===== config.mk =====
export PLATFORM = sky130hd
export DESIGN_NAME = iat_cell
export DESIGN_NICKNAME = d
export VERILOG_FILES = /design/src/rtl/core/iat_pkg.sv /design/src/rtl/core/iat_cell.sv
export SDC_FILE = /design/constraint.sdc
export NUM_CORES = 1
export LEC_CHECK = 0
export ABC_AREA = 1
export BUFFER_PORTS_ARGS = -buffer_cell sky130_fd_sc_hd__buf_2
export CAP_MARGIN = 20
export CELL_PAD_IN_SITES_DETAIL_PLACEMENT = 0
export CELL_PAD_IN_SITES_GLOBAL_PLACEMENT = 1
export CORE_ASPECT_RATIO = 1.2
export CORE_UTILIZATION = 31
export CTS_CLUSTER_SIZE = 20
export DETAILED_ROUTE_END_ITERATION = 10
export PLACE_DENSITY = 0.95
export SYNTH_ARGS = -nofsm -noshare
export SYNTH_HDL_FRONTEND = slang
export SYNTH_SLANG_ARGS = --single-unit

===== constraint.sdc =====
create_clock -name aclk -period 6.6 [get_ports aclk]
set_input_delay 0.66 -clock aclk [delete_from_list [all_inputs] [get_ports aclk]]
set_output_delay 0.66 -clock aclk [all_outputs]
set_load 0.01 [all_outputs]

===== src/rtl/core/iat_pkg.sv =====
`timescale 1ns / 1ps

package iat_pkg;

    localparam int DEPTH_DEF       = 256;
    localparam int ENTRY_WIDTH_DEF = 32;

    typedef enum logic [3:0] {
        OP_READ    = 4'd0,
        OP_WRITE   = 4'd1,
        OP_APPEND  = 4'd2,
        OP_INSERT  = 4'd3,
        OP_PREPEND = 4'd4,
        OP_DELETE  = 4'd5,
        OP_DROP    = 4'd6,
        OP_FIND    = 4'd7,
        OP_SEARCH  = 4'd8
    } op_t;

    typedef enum logic [1:0] {
        ST_OK    = 2'd0,
        ST_RANGE = 2'd1,
        ST_FULL  = 2'd2,
        ST_EMPTY = 2'd3
    } status_t;

    typedef enum logic [2:0] {
        S_IDLE,
        S_EXEC,
        S_FIND,
        S_SEARCH,
        S_DONE
    } fsm_t;

    // register indexes (byte address bit 2)
    localparam logic REG_LIMIT  = 1'b0;
    localparam logic REG_SIGNED = 1'b1;

    // per-cycle command broadcast to every cell
    typedef struct packed {
        logic ins;   // shift up from pos, load pos
        logic del;   // shift down from pos
        logic wr;    // load pos only
    } cell_ctl_t;

endpackage


===== src/rtl/core/iat_cell.sv =====
`timescale 1ns / 1ps

module iat_cell #(
    parameter int EW    = 32,
    parameter int CMPW  = 9,
    parameter int INDEX = 0
) (
    input  logic                  aclk,
    input  iat_pkg::cell_ctl_t    ctl,
    input  logic [CMPW-1:0]       pos,
    input  logic [EW-1:0]         wr_value,
    input  logic [EW-1:0]         prev_value,
    input  logic [EW-1:0]         next_value,
    input  logic [EW-1:0]         key,
    output logic [EW-1:0]         value,
    output logic                  match
);
    import iat_pkg::*;

    localparam logic [CMPW-1:0] MY_IDX = CMPW'(INDEX);

    logic [EW-1:0] value_reg;
    logic [EW-1:0] value_next;
    logic          match_reg;

    always_comb begin
        value_next = value_reg;
        if (ctl.wr && pos == MY_IDX) begin
            value_next = wr_value;
        end else if (ctl.ins) begin
            if (pos == MY_IDX) begin
                value_next = wr_value;
            end else if (MY_IDX > pos) begin
                value_next = prev_value;
            end
        end else if (ctl.del && MY_IDX >= pos) begin
            value_next = next_value;
        end
    end

    always_ff @(posedge aclk) begin
        value_reg <= value_next;
        match_reg <= (value_reg == key);
    end

    assign value = value_reg;
    assign match = match_reg;

endmodule


==> summary.md <==
| Metric | Value |
|---|---|
| Setup bufs post-CTS | `0` |
| HPWL after DPL | `~6600 um` |
| Finish-stage setup viols | `0` |
| Crit. End Element | `flip-flop` |
| Final Net Count | `731` |
| Die width | `90.7 um` |
| Final Hold Viols | `0` |
| Clk_skew | `roughly 0.0063 ns` |
| Share of layout cells above drive strength 1 | `0.338` |
| Post-Syn Instances | `about 430` |
| CTS Buf Count | `5` |
| Area leader, netlist | `edfxtp_1` |
| Critical path class | `in2reg` |
| Final Cycle Share | `0.415` |
| CTS sink cnt | `33` |
| Synth unique cells | `17` |
| RSZ-0062 raised after global routing | `no` |
| Post-synthesis compound-gate area fraction | `0.137` |
| First-pass GRT wire length | `approximately 14000 um` |
| Mux cell area share after synthesis | `0` |
| Reg area | `between 900 and 1000 um^2` |
| Slew headroom | `0.271` |
| Via count | `approximately 3300` |
| Cell area after synthesis | `a little under 3000 um^2` |
| Row Count | `38` |
| Residual DRC | `0` |
| Slowest cell on crit path | `nand3_4` |
| Antenna cells | `0` |
| Clock Pin Slew Worst Setup and Hold Paths | `around 0.07 ns` |
| Starting Density | `0.321` |
| Most used cell along the critical path | `nor2_1` |
| Ys Warns | `0` |
| Clock Latency Late Sink | `~0.28 ns` |
| Routed Antenna Nets | `0` |
| Layout fillers | `982` |
| Max-Cap Viols | `0` |
| Worst Path Max Fanout | `64` |
| Adder-cell share of the synthesized area | `0` |
| Max incr delay on CP | `roughly 0.74 ns` |
| Initial antenna violation count | `0` |
| Largest family of logic cells by synthesized area | `simple AND/OR/NAND/NOR gates` |
| Number of global-route vias before repair | `between 3000 and 4000` |
| HP Class | `in2reg` |
| Worst-path cell chain | `buf_2, nor2_1, inv_2, nor2_4, nand3_4, nor2_1, a21oi_1` |
| Top-count cell post-synth | `nand2_1` |
| Die H | `around 110 um` |
| Main synth FF type | `edfxtp_1` |
| Power density cells | `about 130 nW/um^2` |
| Synth area leaders | `edfxtp_1 33%, nand3_1 11%, nand2_1 10%` |
| Setup TNS | `0 ns` |
| I/O Pins | `174` |
| Setup crit start kind | `input pin` |
| Leakage | `between 2 and 2.5 nW` |
| Placeable Area | `approximately 9000 um^2` |
| Yosys top cell area share | `0.328` |
| Clk buf depth | `2` |
| Worst ir drop on vdd | `between 60 and 70 uV` |
| Synth async-reset ratio | `0` |
| Total Wirelength | `approximately 9000 um` |
| Final Max Tran Viols | `0` |
| CTS tree | `yes` |
| Largest net degree at the start of global routing | `65` |
| Placer Congestion | `around 0.82` |
| # port buffers | `between 150 and 200` |
| Post-Synth Simple-Gate Area | `0.306` |
| Gr ovfl total | `0` |
| # hold bufs at CTS | `0` |
| FF+latch count, synth | `33` |
| Die Area | `about 9800 um^2` |
| Period minus WS final | `2.74 ns` |
| Post-Synth XOR/XNOR Area | `0.0868` |
| Multi-input logic area | `1560 um^2` |
| Initial drt markers | `between 100 and 150` |
| Avg WL per Cell | `12.8 um` |
| CP required | `6.63 ns` |
| Tot Pwr | `~0.50 mW` |
| Register area share after synthesis | `0.335` |
| Area Growth Syn to Fin | `33.9%` |
| Max Fclk | `0.365 GHz` |
| H-tree depth | `2` |
| DR pass1 iterations | `4` |
| Net Count, Synth | `574` |
| Post-synth EDFFs | `32` |
| Worst-Margin Slew | `1.09 ns` |
| CTS root buffer | `clkbuf_8` |
| Via density | `roughly 4.6` |
| Worst EP arrival | `approximately 2.8 ns` |
| Outcome | `finished, final reports clean` |
| Syn_area_per_cell | `6.76 um^2` |
| Gates resized, CTS repair | `0` |
| Max FFs per register | `32` |
| GRT Overall Usage | `0.184` |
| Synth cell count leaders | `79 x nand2_1, 65 x nand3_1, 63 x nor2_1` |
## worst paths after layout
| path | startpoint | end | slack, ns | depth (start not counted) |
|---|---|---|---|---|
| worst min register to register | value[15]$_DFFE_PP_ | match$_DFF_P_ | 0.77 | 6 |
| worst max-delay path | pos[3] | value[25]$_DFFE_PP_ | 3.86 | 7 |
| worst min-delay path | wr_value[31] | value[31]$_DFFE_PP_ | 0.72 | 3 |
| worst max register to register | value[23]$_DFFE_PP_ | match$_DFF_P_ | 5.45 | 6 |
## worst max-delay path: cells and delay by family
| kind | cells | cell delay (ns) |
|---|---|---|
| simple gates | 4 | 1.86 |
| compound gates | 1 | 0.06 |
| buf+inv | 2 | 0.17 |
## metrics by stage
step / setup WS, ns / std cells / hold slack, ns / utilization / cell area [um^2]
2_1_floorplan: 2.76 / 433 / 0.772 / - / 2930
3_3_place_gp: 3.60 / 703 / 0.751 / 0.421 / 3840
3_5_place_dp: 3.52 / 703 / 0.761 / 0.421 / 3840
4_1_cts: 3.83 / 711 / 0.701 / 0.429 / 3920
5_1_grt: 3.59 / 711 / 0.712 / 0.429 / 3920
6_report: 3.86 / 711 / 0.715 / 0.429 / 3920
## cell usage in the layout, fill, tap and decap left out
cell type,synthesis,final
buf_2,13,173
inv_2,16,16
xor2_1,29,29
nor2_4,1,1
dfxtp_1,1,1
nand3_1,65,64
nand3_4,1,1
nor2_1,63,63
nor3_1,2,1
a21oi_1,32,32
clkbuf_1,9,3
o21bai_1,32,32
nand3_2,0,1
edfxtp_1,32,32
inv_1,55,55
buf_4,1,2
nor3_2,0,1
nand2_1,79,79
clkbuf_8,0,5
## layer usage
metal | vias to the layer above | GRT usage | wire length [um]
li1 | 1684 | - | -
met1 | 1470 | 0.208 | 3760
met2 | 123 | 0.346 | 4660
met3 | 11 | 0.0316 | 520
met4 | 0 | 0.0645 | 187
met5 | - | 0 | 0
## cell type report
class,instances,share of cell area
repair buffers,175,0.225
clock buffers,8,0.0204
well taps,120,0.0383
multi-input cells,304,0.398
flip-flops and latches,33,0.250
inverters,71,0.0680
## where the power goes
| part | internal (mW) | switching, mW | total, mW | leakage [nW] |
|---|---|---|---|---|
| sequential | 0.231 | 0.000262 | 0.232 | 0.286 |
| clock | 0.0751 | 0.0760 | 0.151 | 0.0395 |
| combinational | 0.0570 | 0.0571 | 0.114 | 1.68 |
## logic make-up (layout without fill, tap and decap cells)
group	after synthesis	after routing
and+or+nand+nor	211	211
buffers and inverters	96	254
AOI/OAI and AO/OA	64	64
DFF	33	33
xor gates and xnor gates	29	29
Note: power is estimated with default switching activity, not from simulation.
